### src/rtl/htwc_pkg.sv
// Shared types and constants for the hysteresis-triggered window capture block.
// Depends on nothing; every other file in rtl imports it.
`default_nettype none

package htwc_pkg;

    localparam int CHANNELS       = 6;
    localparam int CH_TRIGGER     = 1;
    localparam int SLOT_BITS      = 6;
    localparam int FILL_BITS      = 7;
    localparam int RING_PTR_BITS  = 5;
    localparam int CFG_INDEX_BITS = 3;
    localparam int CFG_DATA_BITS  = 16;

    localparam logic [CFG_INDEX_BITS-1:0] REG_ENTER_LEVEL      = 3'd0;
    localparam logic [CFG_INDEX_BITS-1:0] REG_EXIT_LEVEL       = 3'd1;
    localparam logic [CFG_INDEX_BITS-1:0] REG_ENTER_WHEN_ABOVE = 3'd2;
    localparam logic [CFG_INDEX_BITS-1:0] REG_DEPTH_GATE       = 3'd3;
    localparam logic [CFG_INDEX_BITS-1:0] REG_COOLDOWN_MS      = 3'd4;

    localparam logic signed [15:0] ENTER_LEVEL_RESET = 16'sd896;
    localparam logic signed [15:0] EXIT_LEVEL_RESET  = 16'sd1152;
    localparam logic signed [15:0] DEPTH_GATE_RESET  = 16'sd384;
    localparam logic [15:0]        COOLDOWN_RESET    = 16'd800;

    typedef logic signed [15:0] q88_t;

    // Write strobes from the front end into the back end's storage.
    typedef struct packed {
        logic                     ring_we;
        logic [RING_PTR_BITS-1:0] ring_idx;
        logic                     mem_we;
        logic [SLOT_BITS-1:0]     mem_idx;
    } store_wr_t;

    // One counted event waiting to be played out.
    typedef struct packed {
        logic [7:0]               evt;
        logic [FILL_BITS-1:0]     fill;
        logic [RING_PTR_BITS-1:0] base;
    } job_t;

endpackage

`default_nettype wire

### src/rtl/htwc_queue.sv
// Two-entry queue of counted events between the front and back ends.
// Uses htwc_pkg for the event descriptor.
`default_nettype none

module htwc_queue #(
    parameter int PAD_W = 96
) (
    input  wire logic             clk,
    input  wire logic             rst_n,
    input  wire logic             push,
    input  wire htwc_pkg::job_t   push_job,
    input  wire logic [PAD_W-1:0] push_pad,
    input  wire logic             pop,
    output logic                  nonempty,
    output htwc_pkg::job_t        head_job,
    output logic [PAD_W-1:0]      head_pad
);
    import htwc_pkg::*;

    localparam int DEPTH = 2;

    job_t             job_reg [DEPTH];
    logic [PAD_W-1:0] pad_reg [DEPTH];
    logic             head_reg;
    logic             tail_reg;
    logic [1:0]       count_reg;

    assign nonempty = count_reg != 2'd0;
    assign head_job = job_reg[head_reg];
    assign head_pad = pad_reg[head_reg];

    always_ff @(posedge clk)
    begin
        if (push)
        begin
            job_reg[tail_reg] <= push_job;
            pad_reg[tail_reg] <= push_pad;
        end
    end

    always_ff @(posedge clk or negedge rst_n)
    begin
        if (!rst_n)
        begin
            head_reg  <= 1'b0;
            tail_reg  <= 1'b0;
            count_reg <= '0;
        end
        else
        begin
            if (push)
            begin
                tail_reg <= !tail_reg;
            end
            if (pop)
            begin
                head_reg <= !head_reg;
            end
            count_reg <= count_reg + {1'b0, push} - {1'b0, pop};
        end
    end

`ifndef SYNTHESIS
    a_no_overflow: assert property (@(posedge clk) disable iff (!rst_n)
        push && !pop |-> count_reg != 2'd2)
        else $error("event queue overflow");

    a_no_underflow: assert property (@(posedge clk) disable iff (!rst_n)
        pop |-> count_reg != 2'd0)
        else $error("event queue popped while empty");
`endif

endmodule

`default_nettype wire

### config.mk
export PLATFORM = sky130hd
export DESIGN_NAME = htwc_queue
export DESIGN_NICKNAME = d
export VERILOG_FILES = /design/src/rtl/htwc_pkg.sv /design/src/rtl/htwc_queue.sv
export SDC_FILE = /design/constraint.sdc
export NUM_CORES = 1
export LEC_CHECK = 0
export BUFFER_PORTS_ARGS = -buffer_cell sky130_fd_sc_hd__buf_2
export CORE_MARGIN = 3
export CORE_UTILIZATION = 51
export CTS_BUF_LIST = sky130_fd_sc_hd__clkbuf_8
export CTS_CLUSTER_SIZE = 10
export DETAILED_ROUTE_END_ITERATION = 6
export PLACE_DENSITY = 0.78
export RECOVER_POWER = 50
export SLEW_MARGIN = 25
export SYNTH_ARGS = -nofsm -noshare
export SYNTH_HDL_FRONTEND = slang
export SYNTH_SLANG_ARGS = --single-unit
### constraint.sdc
create_clock -name clk -period 18.62 [get_ports clk]
set_input_delay 2.793 -clock clk [delete_from_list [all_inputs] [get_ports clk]]
set_output_delay 2.793 -clock clk [all_outputs]
set_load 0.05 [all_outputs]
-- Word level (Yosys, flattened, before mapping)
Memory sizes are Yosys's and may differ from the RTL's.
Index checks and enable logic that the tools add are counted.
- reductions and logical operators: 3
- multiplexer cells: 2
- add/subtract/negate cells: 2
- operators by type and width (operator ; count):
    adder 2 x 1 -> 2 bit ; 1
    logical NOT 1 bit ; 2
    2-to-1 mux 1 bit ; 2
    nonzero test 2 bit ; 1
    subtractor 2 x 1 -> 2 bit ; 1
- bits in writable memories: 232
- word-level logic and storage cells: 12
- bits of input ports: 120
- register bits after elaboration: 4
- memories kept: 2
- output and inout port bits: 117
- memories (memory ; words ; bits a word ; read ports ; clocked after Yosys merged registers in ; write ports ; RTL line ; text):
    pad_reg ; 2 ; 96 ; 1 ; 0 ; 1 ; htwc_queue.sv:23 ; logic [PAD_W-1:0] pad_reg [DEPTH];
    job_reg ; 2 ; 20 ; 1 ; 0 ; 1 ; htwc_queue.sv:22 ; job_t job_reg [DEPTH];

-- Longest topological paths before layout
- depth after elaboration: 2
- gate-level depth with buffers: 5
- mapped depth without buffers: 5

-- Worst setup path after synthesis
No wires, ideal clock.
- kind: input to register
- start point: in push
- end point: mem job_reg[0][0] (netlist bit), enable pin
- stages: 1
- setup slack: 10.185 ns
- path buffers: 0
- library setup time: 0.606 ns
- arrival time: 7.829 ns
- required time: 18.014 ns
- path through: nor2b_1
- cells in the longest elaborated chain, start to end: 2
- ends and longest elaborated chain (element ; RTL line ; text):
    start, declared ; htwc_queue.sv:10 ; input wire logic push,
    2-to-1 mux 1 bit ; htwc_queue.sv:34 ; if (push)
    2-to-1 mux 1 bit (not written as such) ; htwc_queue.sv:36 ; job_reg[tail_reg] <= push_job;
    end, declared ; htwc_queue.sv:22 ;
Every way passes these cells.

-- Worst setup path in the final report
- start point: in push
- end point: mem pad_reg[1][8], enable pin
- cells in the longest elaborated chain, start to end: 2
- ends and longest elaborated chain (element ; RTL line ; text):
    2-to-1 mux 1 bit ; htwc_queue.sv:34 ;
    2-to-1 mux 1 bit (not written as such) ; htwc_queue.sv:37 ; pad_reg[tail_reg] <= push_pad;
    end, declared ; htwc_queue.sv:23 ;
Every way passes these cells.

==> results.toml <==
[run_status]
status = "finished, violations left"
violations = "capacitance limit, slew limit"

[route]
dr_wl_met2_mm = 7.93
wl_mm = 15.9
drc = 0
wire_per_inst_um = 17.9
drtIter0Drc = 215
first_pass_iters = 4
ant_nets = 0
routedLengthMet1_mm = 6.01
via_count = 4409
viasPerCell = 4.96
highest_layer = "met5"
met3_length_mm = 1.55

[yosys]
synth_top_area_share_pct = 80.3
yosys_warnings = 0
synth.avg_cell_area_sq_um = 23.1
synthTopCellsByArea = "edfxtp_1 (80%), mux2_2 (11%), mux2_4 (5.2%)"
synth_nets = 497
synth_cell_types = 13
yosysTopAreaCell = "edfxtp_1"
synth_area_sq_um = 8670
syn_inst = 375
ys_seq_area_share_pct = 81.5
ys_ff_latch = 236

[clock_tree]
cts.sinks = 236
cts_max_level = 2
hold_buffers = 0
clock-root-buffer = "clkbuf_8"
cts_made_buffers = 37
cts_setup_buffers = 0
cts_tree = "yes"
clock_tree.buffer_depth = 3
clkTransAtPathRegs_ns = 0.06
clk_latency_ns = 0.50
post_cts_resized = 0

[floorplanning]
die_height_um = 136
core_sq_um = 16600
die_w_um = 136
rows = 47
ioPinCount = 237
start_util_pct = 52.1
die-area_sq_um = 18600

[placed_design]
post-dp-hpwl_mm = 10.6
numPortBuffers = 236
place_area_sq_um = 10100
dp_cells = 822
place.gp.congestion = 0.766

[grt]
grt_pass1_wl_mm = 23.9
grt_overflow = 0
grt_pass1_vias = 4722
grt_max_degree = 64
grt_use_total_pct = 16.6
antenna_found_initial = 2

[hold_path]
whs_endpoint = "tail_reg"
worstHoldPathCells = 1
min_from = "tail_reg"
hp-class = "flop to flop"

[sta]
clock.fmax_ghz = 0.155
finalSetupTns_ns = 0
setup_violations = 0
finalCritPeriodShare_pct = 34.6
hold_viol = 0
fin_crit_ns = 6.44
worst_pin_slew_ns = 3.52
final_max_slew_viol_count = 109
clock_skew_ns = 0.0164
rsz0062_at_grt = "no"
slew_headroom_pct = -135

[pwr]
vdd_ir_drop_max_v = 0.0000997
design_power_total_mw = 1.90
power_density_nw_per_um2 = 179
total_leakage_power_nw = 4.01

[worst_setup_path]
cp_slowest_cell = "and2_0"
arrival_ns = 6.56
timing.rr.start = "tail_reg"
reg2reg_depth = 2
timing.rr.end = "pad_reg[1][8]"
startpoint_type = "primary input"
cpPeakStageDelay_ns = 2.58
worstSetupEndpointType = "flop"
path_class = "primary input to flop"
path_cells = "clkbuf_1 -> and2_0 -> buf_4"
cp_max_fo = 63
ff2ff_setup_slack_ns = 14.23
cp.required_ns = 18.74

[cells_and_area]
layout-drive-gt1-share_pct = 50.9
fin_area_sq_um = 10600
syn2layout_area_growth_pct = 22.7
largest_reg_flops = 192
final.fill_count = 1217
final_nets = 763
instances_no_fill = 889

[flow_run]
maxCapViolations = 2
==> power by group <==
part / leakage [nW] / switching [mW] / internal, mW
Combinational: 1.42 / 0.548 / 0.221
Sequential: 2.22 / 0.0467 / 0.712
Clock: 0.367 / 0.181 / 0.193
==> layout by cell type, fill, tap and decap left out <==
master      Yosys  routed
edfxtp_1      232     232
clkinv_1        0      13
xor3_1          1       1
inv_1           2      13
buf_4           0       3
nor2b_4         0       1
buf_2           8     176
diode_2         0       1
clkinvlp_4      0       1
xor2_1          2       2
clkbuf_8        0      39
or2_2           1       1
mux2_2         86      86
mux2_4         30      30
clkinv_2        0       2
and2_0          0       1
dfrtp_4         0       1
ha_1            2       2
dfrtp_1         4       3
clkbuf_1        0      61
==> worst max-delay path by stage <==
stage | start | end | cells past startpoint
6_report | push | pad_reg[1][8] | 3
5_1_grt | push | pad_reg[1][8] | 3
4_1_cts | head_reg | head_pad[54] | 3
3_5_place_dp | head_reg | head_pad[54] | 3
3_3_place_gp | head_reg | head_pad[54] | 3
2_1_floorplan | push | job_reg[0][0] | 1
==> Yosys cell counts <==
library cell  count
nor2b_1           1
xor2_1            2
buf_6             5
or2_2             1
xor3_1            1
mux2_2           86
and2_1            1
dfrtp_1           4
mux2_4           30
buf_2             8
ha_1              2
inv_1             2
edfxtp_1        232
==> worst max-delay path: cells and delay by family <==
| family | cells | cell delay [ns] |
|---|---|---|
| buffers and inverters | 2 | 1.13 |
| AND/OR/NAND/NOR | 1 | 2.58 |
==> logic make-up (layout without fill, tap and decap cells) <==
family	Yosys count	in the layout	share of synthesized area [%]
DFF	236	236	81.5
muxes	116	116	16.4
buffers and inverters	15	308	1.20
xor gates and xnor gates	3	3	0.476
and+or+nand+nor	3	3	0.216
adders and majority gates	2	2	0.288
other	0	1	0
==> final cells by class <==
cell class / instances / area (sq um) / share of cell area, %
well taps: 220 / 275 / 2.59
flip-flops and latches: 236 / 7070 / 66.4
clock buffers: 39 / 537 / 5.04
multi-input cells: 124 / 1510 / 14.2
diodes: 1 / 2.50 / 0.0235
repair buffers: 240 / 1130 / 10.6
clock inverters: 27 / 108 / 1.01
inverters: 2 / 7.51 / 0.0705
==> metal layers <==
metal  vias up  track usage, %
li1       2033               -
met1      2152            20.0
met2       187            27.4
met3        35            6.44
met4         2            6.27
met5         -               0
==> metrics by stage <==
stage	util (%)	setup WS [ns]	hold slack, ns
floorplan	-	10.19	0.455
global placement	60.6	13.43	0.528
detailed placement	60.6	13.36	0.533
CTS	64.4	12.80	0.545
global route	63.9	11.71	0.563
finish	64.0	12.18	0.537
Note: power is estimated with default switching activity, not from simulation.
