===== src/rtl/htwc_pkg.sv =====
// Shared types and constants for the hysteresis-triggered window capture block.
// Depends on nothing; every other file in rtl imports it.
`default_nettype none

package htwc_pkg;

    localparam int CHANNELS       = 6;
    localparam int CH_TRIGGER     = 1;
    localparam int SLOT_BITS      = 6;
    localparam int FILL_BITS      = 7;
    localparam int RING_PTR_BITS  = 5;
    localparam int CFG_INDEX_BITS = 3;
    localparam int CFG_DATA_BITS  = 16;

    localparam logic [CFG_INDEX_BITS-1:0] REG_ENTER_LEVEL      = 3'd0;
    localparam logic [CFG_INDEX_BITS-1:0] REG_EXIT_LEVEL       = 3'd1;
    localparam logic [CFG_INDEX_BITS-1:0] REG_ENTER_WHEN_ABOVE = 3'd2;
    localparam logic [CFG_INDEX_BITS-1:0] REG_DEPTH_GATE       = 3'd3;
    localparam logic [CFG_INDEX_BITS-1:0] REG_COOLDOWN_MS      = 3'd4;

    localparam logic signed [15:0] ENTER_LEVEL_RESET = 16'sd896;
    localparam logic signed [15:0] EXIT_LEVEL_RESET  = 16'sd1152;
    localparam logic signed [15:0] DEPTH_GATE_RESET  = 16'sd384;
    localparam logic [15:0]        COOLDOWN_RESET    = 16'd800;

    typedef logic signed [15:0] q88_t;

    // Write strobes from the front end into the back end's storage.
    typedef struct packed {
        logic                     ring_we;
        logic [RING_PTR_BITS-1:0] ring_idx;
        logic                     mem_we;
        logic [SLOT_BITS-1:0]     mem_idx;
    } store_wr_t;

    // One counted event waiting to be played out.
    typedef struct packed {
        logic [7:0]               evt;
        logic [FILL_BITS-1:0]     fill;
        logic [RING_PTR_BITS-1:0] base;
    } job_t;

endpackage

`default_nettype wire


===== src/rtl/htwc_front.sv =====
// Front end: takes samples, keeps the pre-trigger write pointer, arms and exits
// on the trigger channel, judges each event and queues counted ones. Uses htwc_pkg.
`default_nettype none

module htwc_front #(
    parameter int WINDOW_LEN  = 50,
    parameter int PRE_LEN     = 10,
    parameter int SAMPLE_BITS = 16
) (
    input  wire logic                                              clk,
    input  wire logic                                              rst_n,
    input  wire logic                                              cfg_we,
    input  wire logic [htwc_pkg::CFG_INDEX_BITS-1:0]               cfg_index,
    input  wire logic [htwc_pkg::CFG_DATA_BITS-1:0]                cfg_data,
    input  wire logic                                              take,
    input  wire logic [htwc_pkg::CHANNELS-1:0][15:0]               sample,
    input  wire logic [31:0]                                       stamp_ms,
    output htwc_pkg::store_wr_t                                    wr,
    output logic [htwc_pkg::CHANNELS-1:0][SAMPLE_BITS-1:0]         wr_data,
    output logic                                                   push,
    output htwc_pkg::job_t                                         push_job
);
    import htwc_pkg::*;

    localparam int FW    = $clog2(WINDOW_LEN + 1);
    localparam int RW    = (PRE_LEN > 1) ? $clog2(PRE_LEN) : 1;
    localparam int NSEED = (PRE_LEN < WINDOW_LEN) ? PRE_LEN : WINDOW_LEN;

    logic signed [15:0] enter_level_reg;
    logic signed [15:0] exit_level_reg;
    logic               enter_above_reg;
    logic signed [15:0] depth_gate_reg;
    logic [15:0]        cooldown_reg;

    logic               armed_reg;
    logic [RW-1:0]      wr_ptr_reg;
    logic [RW-1:0]      wr_ptr_next;
    logic [RW-1:0]      base_reg;
    logic [FW-1:0]      fill_reg;
    logic [FW-1:0]      fill_next;
    logic signed [15:0] lowest_reg;
    logic signed [15:0] lowest_next;
    logic [31:0]        last_ms_reg;
    logic [7:0]         count_reg;

    q88_t               ay;
    logic               hit;
    logic               exit_hit;
    logic               room;
    logic [31:0]        elapsed;
    logic               counts;

    always_comb
    begin
        for (int c = 0; c < CHANNELS; c++)
        begin
            wr_data[c] = SAMPLE_BITS'(signed'(sample[c]));
        end
    end

    assign ay          = signed'(sample[CH_TRIGGER]);
    assign wr_ptr_next = (wr_ptr_reg == RW'(PRE_LEN - 1)) ? '0 : wr_ptr_reg + 1'b1;
    assign hit         = enter_above_reg ? (ay > enter_level_reg) : (ay < enter_level_reg);
    assign exit_hit    = enter_above_reg ? (ay < exit_level_reg) : (ay > exit_level_reg);
    assign lowest_next = (ay < lowest_reg) ? ay : lowest_reg;
    assign room        = fill_reg < FW'(WINDOW_LEN);
    assign fill_next   = room ? fill_reg + 1'b1 : fill_reg;
    // The subtraction wraps modulo two to the 32, as the stamp does.
    assign elapsed     = stamp_ms - last_ms_reg;
    assign counts      = (elapsed > {16'd0, cooldown_reg}) && (lowest_next < depth_gate_reg);

    always_comb
    begin
        wr.ring_we  = take && !armed_reg;
        wr.ring_idx = RING_PTR_BITS'(wr_ptr_reg);
        wr.mem_we   = take && armed_reg && room;
        wr.mem_idx  = SLOT_BITS'(fill_reg);
    end

    assign push          = take && armed_reg && exit_hit && counts;
    assign push_job.evt  = count_reg + 8'd1;
    assign push_job.fill = FILL_BITS'(fill_next);
    assign push_job.base = RING_PTR_BITS'(base_reg);

    always_ff @(posedge clk or negedge rst_n)
    begin
        if (!rst_n)
        begin
            enter_level_reg <= ENTER_LEVEL_RESET;
            exit_level_reg  <= EXIT_LEVEL_RESET;
            enter_above_reg <= 1'b0;
            depth_gate_reg  <= DEPTH_GATE_RESET;
            cooldown_reg    <= COOLDOWN_RESET;
        end
        else if (cfg_we)
        begin
            unique case (cfg_index)
                REG_ENTER_LEVEL:      enter_level_reg <= signed'(cfg_data);
                REG_EXIT_LEVEL:       exit_level_reg  <= signed'(cfg_data);
                REG_ENTER_WHEN_ABOVE: enter_above_reg <= cfg_data[0];
                REG_DEPTH_GATE:       depth_gate_reg  <= signed'(cfg_data);
                REG_COOLDOWN_MS:      cooldown_reg    <= cfg_data;
                default:              ;
            endcase
        end
    end

    always_ff @(posedge clk or negedge rst_n)
    begin
        if (!rst_n)
        begin
            armed_reg   <= 1'b0;
            wr_ptr_reg  <= '0;
            base_reg    <= '0;
            fill_reg    <= '0;
            lowest_reg  <= '0;
            last_ms_reg <= '0;
            count_reg   <= '0;
        end
        else if (take)
        begin
            if (!armed_reg)
            begin
                wr_ptr_reg <= wr_ptr_next;
                if (hit)
                begin
                    // The slot after the one just written holds the oldest sample.
                    armed_reg  <= 1'b1;
                    base_reg   <= wr_ptr_next;
                    fill_reg   <= FW'(NSEED);
                    lowest_reg <= ay;
                end
            end
            else if (exit_hit)
            begin
                armed_reg  <= 1'b0;
                fill_reg   <= '0;
                lowest_reg <= lowest_next;
                if (counts)
                begin
                    count_reg   <= count_reg + 8'd1;
                    last_ms_reg <= stamp_ms;
                end
            end
            else
            begin
                fill_reg   <= fill_next;
                lowest_reg <= lowest_next;
            end
        end
    end

endmodule

`default_nettype wire


===== config.mk =====
export PLATFORM = sky130hd
export DESIGN_NAME = htwc_front
export DESIGN_NICKNAME = d
export VERILOG_FILES = /design/src/rtl/htwc_pkg.sv /design/src/rtl/htwc_front.sv
export SDC_FILE = /design/constraint.sdc
export NUM_CORES = 1
export LEC_CHECK = 0
export BUFFER_PORTS_ARGS = -buffer_cell sky130_fd_sc_hd__buf_2
export CAP_MARGIN = 20
export CORE_MARGIN = 4
export CORE_UTILIZATION = 50
export DETAILED_ROUTE_END_ITERATION = 12
export GPL_ROUTABILITY_DRIVEN = 0
export PLACE_DENSITY = 0.8
export SLEW_MARGIN = 10
export SYNTH_ARGS = -nofsm -noshare
export SYNTH_HDL_FRONTEND = slang
export SYNTH_SLANG_ARGS = --single-unit

===== constraint.sdc =====
create_clock -name clk -period 6.88 [get_ports clk]
set_input_delay 1.032 -clock clk [delete_from_list [all_inputs] [get_ports clk]]
set_output_delay 1.032 -clock clk [all_outputs]
set_load 0.01 [all_outputs]

==> Word level (Yosys, flattened, before mapping) <==
Cells that the tools add are included.
{ "word_totals": {"elab_cells": 61, "register_bits": 136, "output_inout_bits": 130, "in_bits": 151} }
{ "classes": {"muxes": 13, "n_bitwise": 1, "add_sub_neg": 4, "magnitude_cmp": 8, "n_reduce_logical": 18, "eq_ne": 5} }
{ "op_table": {"columns": ["op", "n"], "rows": [
  ["16-bit less-than comparator", 4],
  ["16-bit 2-to-1 mux", 3],
  ["16-bit > comparator", 2],
  ["32-bit by 16-bit > comparator with 1-bit output", 1],
  ["32-bit subtractor", 1],
  ["6-bit 2-to-1 mux", 4],
  ["2-bit AND reduction", 7],
  ["8-bit by 1-bit adder with 8-bit output (second input constant)", 1],
  ["6-bit by 1-bit adder with 6-bit output (second input constant)", 1],
  ["3-bit by 2-bit equality test with 1-bit output (second input constant)", 2],
  ["1-bit logical AND", 6],
  ["6-bit less-than comparator (second input constant)", 1],
  ["1-bit 2-to-1 mux", 5],
  ["4-bit by 1-bit adder with 4-bit output (second input constant)", 1],
  ["4-bit equality test (second input constant)", 1],
  ["4-bit 2-to-1 mux", 1],
  ["4-bit AND reduction", 1],
  ["3-bit by 1-bit equality test with 1-bit output (second input constant)", 1],
  ["3-bit equality test (second input constant)", 1],
  ["3-bit zero test", 1],
  ["3-bit AND reduction", 1],
  ["2-bit nonzero test", 1],
  ["1-bit zero test", 1],
  ["1-bit inverter", 1]
]} }

==> Depth between registers and ports, before layout <==
Gate-level depths: netlist of the first run.
{ "depth": {"depth_word": 5, "mapped_depth": 22, "depth_no_buf": 21} }

==> Least setup slack after synthesis of the first run <==
Ideal clock, no wire load.
{ "synth_path": {"path_kind": "input to output", "startpoint": "in stamp_ms[0]", "endpoint": "out push", "t_required_ns": 5.848, "path_buffers": 1, "cell_stages": 21, "t_arrival_ns": 5.070, "path_slack_ns": 0.778, "cell_sequence": "inv_1 -> ha_1 -> inv_1 -> fa_1 -> a21o_1 -> a221o_1 -> a21oi_1 -> o21bai_1 -> xnor2_1 -> ha_1 -> a21oi_1 -> nand2_1 -> a221o_1 -> a211o_1 -> a221oi_1 -> nand4_1 -> nor4_2 -> a41oi_2 -> nand2_4 -> buf_6 -> inv_1"} }
{ "synth_via": {"elab_chain_len": 4} }
{ "synth_rtl": {"columns": ["item", "line_no", "rtl"], "rows": [
  ["from (decl)", "htwc_front.sv:17", "input wire logic [31:0] stamp_ms,"],
  ["32-bit subtractor", "htwc_front.sv:69", "assign elapsed = stamp_ms - last_ms_reg;"],
  ["32-bit by 16-bit > comparator with 1-bit output", "htwc_front.sv:70", "assign counts = (elapsed > {16'd0, cooldown_reg}) && (lowest_next < depth_gate_reg);"],
  ["1-bit logical AND", "htwc_front.sv:70", null],
  ["1-bit logical AND", "htwc_front.sv:80", "assign push = take && armed_reg && exit_hit && counts;"],
  ["to (decl)", "htwc_front.sv:20", "output logic push,"]
]} }
No other way between the ends.

==> Worst setup path in the final report of the first run <==
Same ends and word-level chain as after synthesis.

==> summary.txt, run 1 <==
GRT
  • Global route overflow: 0
  • Vias in the first global route: 8038
  • Antenna violations before repair: 0
  • Largest net degree at the start of global routing: 83
  • Total track usage: 20.1%
  • First-pass GRT wire length: 39.3 mm

STA
  • Setup TNS: 0 ns
  • Slew headroom: 33.5%
  • Fin crit share: 94.7%
  • Final-report setup violation count: 0
  • Slew Limit Fails: 0
  • Slew @ Worst Pin: 0.991 ns
  • RSZ-0062 raised after global routing: false
  • Layout Skew: 0.00661 ns
  • Fmax: 153 MHz
  • Final WS setup: 0.363 ns
  • Hold Vio Cnt, Final: 0
  • Post-layout min period: 6.52 ns

Logic synthesis
  • Post-synth top area cell: dfrtp_1
  • Register area share after synthesis: 32.4%
  • Syn Inst Count: 1160
  • Number of synthesized flops with an enable pin: 0
  • Yosys cell types: 72
  • Post-synthesis cell area: 10500 um2
  • Yosys Warn Count: 0
  • Mapped Avg Cell Area: 9.08 um2
  • Predominant post-synthesis flop cell: dfrtp_1
  • Most frequent cell after synthesis: inv_1
  • Ys async rst share: 100%
  • Synth top area cells: dfrtp_1, ha_1, buf_4
  • Commonest cells in the netlist: inv_1, dfrtp_1, nand2_1
  • Synth top area share: 29.9%
  • Seq cells post-synth: 136

Place
  • Hpwl dp: 18.2 mm
  • Worst slack, placed: 0.390 ns
  • IO buf count: 117

Critical path
  • Setup crit end kind: output pin
  • Max FO, Critical Path: 5
  • CP required: 5.85 ns
  • Critical Path Source: stamp_ms[0]
  • Worst Setup Start Kind: primary input
  • R2r endpoint: last_ms_reg[2]
  • Reg2reg path depth: 20
  • Reg2reg setup slack: 1.34 ns
  • Critical path data arrival time: 5.48 ns
  • Slowest stage cell, crit path: fa_1
  • Critical Path End: push
  • CP Cell Sequence: buf_2 > inv_1 > ha_1 > inv_1 > fa_1 > a21o_1 > a221o_1 > a21oi_1 > o21bai_1 > xnor2_1 > ha_1 > a21oi_1 > nand2_1 > a221o_1 > a211o_1 > a221oi_1 > nand4_1 > nor4_2 > a41oi_2 > nand2_4 > inv_1 > buf_2
  • Slowest stage delay, CP: 0.40 ns
  • Reg-to-reg startpoint: last_ms_reg[0]
  • CP Class: in -> out
  • Top cell by count, worst path: inv_1

Final layout
  • Nets: 1444
  • Max FFs per register: 32
  • Diode count: 0
  • Filler cells: 1815
  • Syn-to-layout area delta: 7.16%
  • Layout cells sized above 1: 21.3%
  • Multi-input gate area: 5790 um2
  • Reg area: 3420 um2

Floorplanning
  • Initial Util: 51.4%
  • Die area: 23500 um2
  • Row count: 52
  • Die H: 153 um
  • Core box area: 20500 um2
  • Number of top-level design ports: 281
  • Chip width: 153 um

Clocking
  • Skew-Pair Late Insertion Delay: 0.42 ns
  • CTS tree: yes
  • Number of H-tree levels: 4
  • Hold_buf cts: 0
  • Root Driver: clkbuf_16
  • Resize count post-CTS: 0
  • CTS buffer count: 17
  • Reg clk slew, reported paths: 0.06 ns
  • Postcts setup bufs: 0
  • Maximum clock path buffer count: 2
  • Clock sink total: 136

Drt
  • Via/cell ratio: 5.57
  • DRT Pass-1 Iters: 6
  • Routed Antenna Nets: 0
  • Vias: 8154
  • Initial DRC count: 453
  • Wire per inst: 16.2 um
  • DRC errors left: 0
  • Drt total wl: 23.7 mm

Pwr
  • VDD IR-drop max: 215 uV
  • Clock power frac: 19.0%
  • P_int: 2.91 mW
  • Leak: 5.56 nW
  • Pwr Density: 445 nW/um2
  • Sw frac: 41.9%
  • Comb pwr share: 56.0%
  • Switch Pwr: 2.11 mW
  • Sequential share of power: 25.0%

Hold path
  • Worst min path class: reg -> reg

Run status
  • Status: completed

Run
  • Max-Cap Viols: 0
-- cell type report --
cell class / instances / area share [%]
Multi-Input combinational cell: 771 / 51.3
Tap cell: 270 / 2.99
Timing Repair Buffer: 124 / 5.71
Clock inverter: 13 / 1.51
Inverter: 131 / 4.36
Sequential cell: 136 / 30.3
Clock buffer: 19 / 3.92
-- metrics by stage --
stage / util (%) / total power, mW / hold slack [ns] / instance area [um2] / cells
2_1_floorplan: - / 3.40 / 0.467 / 10500 / 1162
3_3_place_gp: 52.1 / 3.91 / 0.482 / 10700 / 1432
3_5_place_dp: 52.1 / 4.03 / 0.493 / 10700 / 1432
4_1_cts: 55.1 / 5.01 / 0.507 / 11300 / 1464
5_1_grt: 55.1 / 5.43 / 0.524 / 11300 / 1464
6_report: 55.1 / 5.02 / 0.504 / 11300 / 1464
-- cells by family (layout without fill, tap and decap cells) --
family	count (synthesis)	count (layout)	share of synthesized area, %
and+or+nand+nor	275	275	12.7
adders and majority gates	112	112	13.4
DFF	136	136	32.4
muxes	79	79	9.39
other	1	3	0.0356
xor gates and xnor gates	35	35	2.91
AOI/OAI and AO/OA	267	267	16.2
buffers and inverters	255	287	12.9
-- layer usage --
layer	vias to the layer above	wire length, um	GRT usage [%]
li1	3999	-	-
met1	3853	10800	26.6
met2	249	11100	32.8
met3	53	1330	4.35
met4	0	498	6.83
met5	-	0	0
-- power by group through the flow --
stage / combinational, mW / clock, mW / sequential [mW]
finish: 2.81 / 0.952 / 1.25
global route: 3.14 / 0.998 / 1.29
CTS: 2.79 / 0.967 / 1.25
detailed placement: 2.77 / 0 / 1.26
global placement: 2.65 / 0 / 1.25
floorplan: 2.17 / 0 / 1.23
-- placed cells by master (no fill, tap or decap), types with 5 or more instances in the layout --
cell type  netlist  final
nor2_1          39     39
a211o_1          5      5
nor3b_1          8      7
ha_1           111    111
buf_2            4    116
xor2_1          11     11
mux2_2          46     46
xnor2_1         24     24
a21o_1          20     20
nor2b_1         14     14
mux2_4          28     28
buf_4           99      7
clkbuf_16        0     17
inv_1          131    131
a211oi_1        10     10
o21ai_0         98     98
nor4_1           5      5
nand3_1         20     20
a31oi_1          5      5
dfstp_2         10     10
nand4_1         20     20
dfrtp_1        126    126
a21oi_1         57     57
nand2_1        114    114
and3_1          11     11
o21bai_1         6      6
nor3_1          17     16
nand2b_1         8      8
o21a_1          15     15
o211ai_1         8      8
-- how the worst min path moves through the flow --
stage                  startpoint            endpoint  slack (ns)  cells past startpoint
3_5_place_dp      last_ms_reg[30]     last_ms_reg[30]        0.49                      1
4_1_cts            lowest_reg[14]      lowest_reg[14]        0.51                      1
5_1_grt            last_ms_reg[4]      last_ms_reg[4]        0.52                      1
6_report       depth_gate_reg[11]  depth_gate_reg[11]        0.50                      1
2_1_floorplan        count_reg[7]        count_reg[7]        0.47                      1
3_3_place_gp         count_reg[7]        count_reg[7]        0.48                      1
-- critical path, delay by kind of cell --
family / cells / cell delay (ns)
compound gates: 9 / 2.33
xor+xnor: 1 / 0.19
fa+ha+maj: 3 / 0.83
buf+inv: 5 / 0.37
simple gates: 4 / 0.72
No activity file was read; power rests on OpenSTA's default activity.
==> run 2, diff against run 1 <==
==> constraint.sdc (replaced) <==
create_clock -name clk -period 6.88 [get_ports clk]
set_input_delay 1.376 -clock clk [delete_from_list [all_inputs] [get_ports clk]]
set_output_delay 1.376 -clock clk [all_outputs]
set_load 0.01 [all_outputs]
==> run 2 against run 1 <==
Sequential power about the same. Utilization up 1.3 points. Fmax down 2.0%. Flip-flop and latch count unchanged. Total power up 3.4%. Clock skew up 0.0021 ns. First-iteration DRC count up 36%. Die area unchanged. Critical path type unchanged. Largest power group unchanged.
==> summary.txt, run 2 (same netlist as run 1, synthesis figures left out) <==
Critical path
  • Max FO, Critical Path: 3 (was 5)
  • Worst Setup Start Kind: primary input (unchanged)
  • Setup crit end kind: output pin (unchanged)
  • CP required: 5.50 ns (was 5.85 ns)
  • CP Class: in -> out (unchanged)
  • Critical path data arrival time: 5.27 ns (was 5.48 ns)

Floorplanning
  • Die H: 153 um (unchanged)
  • Initial Util: 51.4% (unchanged)
  • Chip width: 153 um (unchanged)
  • Die area: 23500 um2 (unchanged)
  • Number of top-level design ports: 281 (unchanged)
  • Row count: 52 (unchanged)
  • Core box area: 20500 um2 (unchanged)

STA
  • Post-layout min period: 6.65 ns (was 6.52 ns)
  • Setup TNS: 0 ns (unchanged)
  • Fmax: 150 MHz (was 153 MHz)
  • Slew headroom: 32.6% (was 33.5%)
  • Final-report setup violation count: 0 (unchanged)
  • Slew @ Worst Pin: 1.01 ns (was 0.991 ns)
  • Slew Limit Fails: 0 (unchanged)
  • Layout Skew: 0.00874 ns (was 0.00661 ns)
  • Hold Vio Cnt, Final: 0 (unchanged)
  • WHS: 0.500 ns (was 0.504 ns)
  • Fin crit share: 96.6% (was 94.7%)

Pwr
  • Leak: 5.69 nW (was 5.56 nW)
  • VDD IR-drop max: 201 uV (was 215 uV)
  • Pwr Density: 449 nW/um2 (was 445 nW/um2)
  • Total power: 5.19 mW (was 5.02 mW)

GRT
  • Vias in the first global route: 8327 (was 8038)
  • Total track usage: 20.4% (was 20.1%)
  • Largest net degree at the start of global routing: 71 (was 83)
  • Antenna violations before repair: 0 (unchanged)
  • First-pass GRT wire length: 40.1 mm (was 39.3 mm)
  • Global route overflow: 0 (unchanged)

Run
  • Max-Cap Viols: 0 (unchanged)

Drt
  • Vias: 8354 (was 8154)
  • Initial DRC count: 616 (was 453)
  • DRT Pass-1 Iters: 5 (was 6)
  • DRC errors left: 0 (unchanged)
  • Via/cell ratio: 5.62 (was 5.57)
  • Wire per inst: 16.3 um (was 16.2 um)
  • Drt total wl: 24.3 mm (was 23.7 mm)
  • Routed Antenna Nets: 0 (unchanged)

Place
  • IO buf count: 117 (unchanged)
  • Hpwl dp: 18.6 mm (was 18.2 mm)

Clocking
  • CTS tree: yes (unchanged)
  • Root Driver: clkbuf_16 (unchanged)
  • Reg clk slew, reported paths: 0.05 ns (was 0.06 ns)
  • Skew-Pair Late Insertion Delay: 0.42 ns (about the same)
  • Maximum clock path buffer count: 2 (unchanged)
  • Hold_buf cts: 0 (unchanged)
  • CTS buffer count: 17 (unchanged)
  • Number of H-tree levels: 4 (unchanged)
  • Clock sink total: 136 (unchanged)

Final layout
  • Layout cells sized above 1: 23.4% (was 21.3%)
  • Max FFs per register: 32 (unchanged)
  • Reg area: 3420 um2 (unchanged)
  • Post-layout util: 56.4% (was 55.1%)
  • Multi-input gate area: 5860 um2 (was 5790 um2)
  • Syn-to-layout area delta: 9.63% (was 7.16%)
  • Most frequent cells in the layout: inv_1, dfrtp_1, nand2_1, buf_2, ha_1 (was inv_1, dfrtp_1, buf_2, nand2_1, ha_1)
  • Nets: 1467 (was 1444)
  • Filler cells: 1784 (was 1815)
  • Commonest non-fill, non-tap cell in the layout: inv_1 (unchanged)
  • Diode count: 0 (unchanged)

Run status
  • Status: completed (unchanged)

Hold path
  • Worst min path class: reg -> reg (unchanged)
-- run 2: per-layer routing --
layer | part of all wire [%] | global-route usage [%]
met5 | 0 | 0
met4 | 2.4 | 6.83
met3 | 6.0 | 4.38
met2 | 48 | 34.5
met1 | 44 | 26.0
-- run 2: power breakdown --
part / switching (mW) / internal, mW
registers: 0.169 / 1.09
logic: 1.62 / 1.38
clock network: 0.346 / 0.587
total: 2.14 / 3.05
-- run 2: critical path, stage by stage --
cell and delay, ns:
buf_6 0.10, inv_4 0.04, ha_4 0.12, inv_2 0.04
fa_2 0.38, a21o_1 0.20, a221o_1 0.33, a21oi_2 0.18
o21bai_2 0.09, xnor2_1 0.14, ha_1 0.35, a21oi_2 0.13
nand2_1 0.06, a221o_1 0.31, a211o_1 0.26, a221oi_2 0.28
nand4_1 0.16, nor4_4 0.31, a41oi_4 0.18, nand2_4 0.09
inv_2 0.04, buf_6 0.11
-- run 2: final cells by class --
class / instances / area share, %
Sequential cell: 136 / 29.6
Inverter: 131 / 4.28
Clock inverter: 8 / 1.05
Clock buffer: 23 / 4.05
Timing Repair Buffer: 147 / 7.40
Multi-Input combinational cell: 771 / 50.7
Tap cell: 270 / 2.92
-- run 2: what timing repair did --
| item | in CTS | in global routing |
|---|---|---|
| setup endpoints to repair | 1 | 1 |
| setup buffers | 0 | 1 |
| pin swaps | 2 | 18 |
| gates resized for setup | 0 | 22 |
-- run 2: metrics by stage --
step | area, um2 | setup WS [ns] | instances
4_1_cts | 11500 | 0.0646 | 1485
2_1_floorplan | 10500 | 0.0898 | 1162
6_report | 11600 | 0.231 | 1486
3_5_place_dp | 10900 | -0.0605 | 1454
5_1_grt | 11600 | -0.0715 | 1486
3_3_place_gp | 10900 | 0.0438 | 1454
-- run 2: worst paths after layout --
path	to	from	cells after the start	slack, ns
max	push	stamp_ms[0]	22	0.23
min	count_reg[7]	count_reg[7]	1	0.50
max reg2reg	last_ms_reg[2]	last_ms_reg[0]	20	1.81
min reg2reg	count_reg[7]	count_reg[7]	1	0.50
max in group asynchronous	cooldown_reg[10]	rst_n	2	4.65
min in group asynchronous	lowest_reg[4]	rst_n	1	0.96
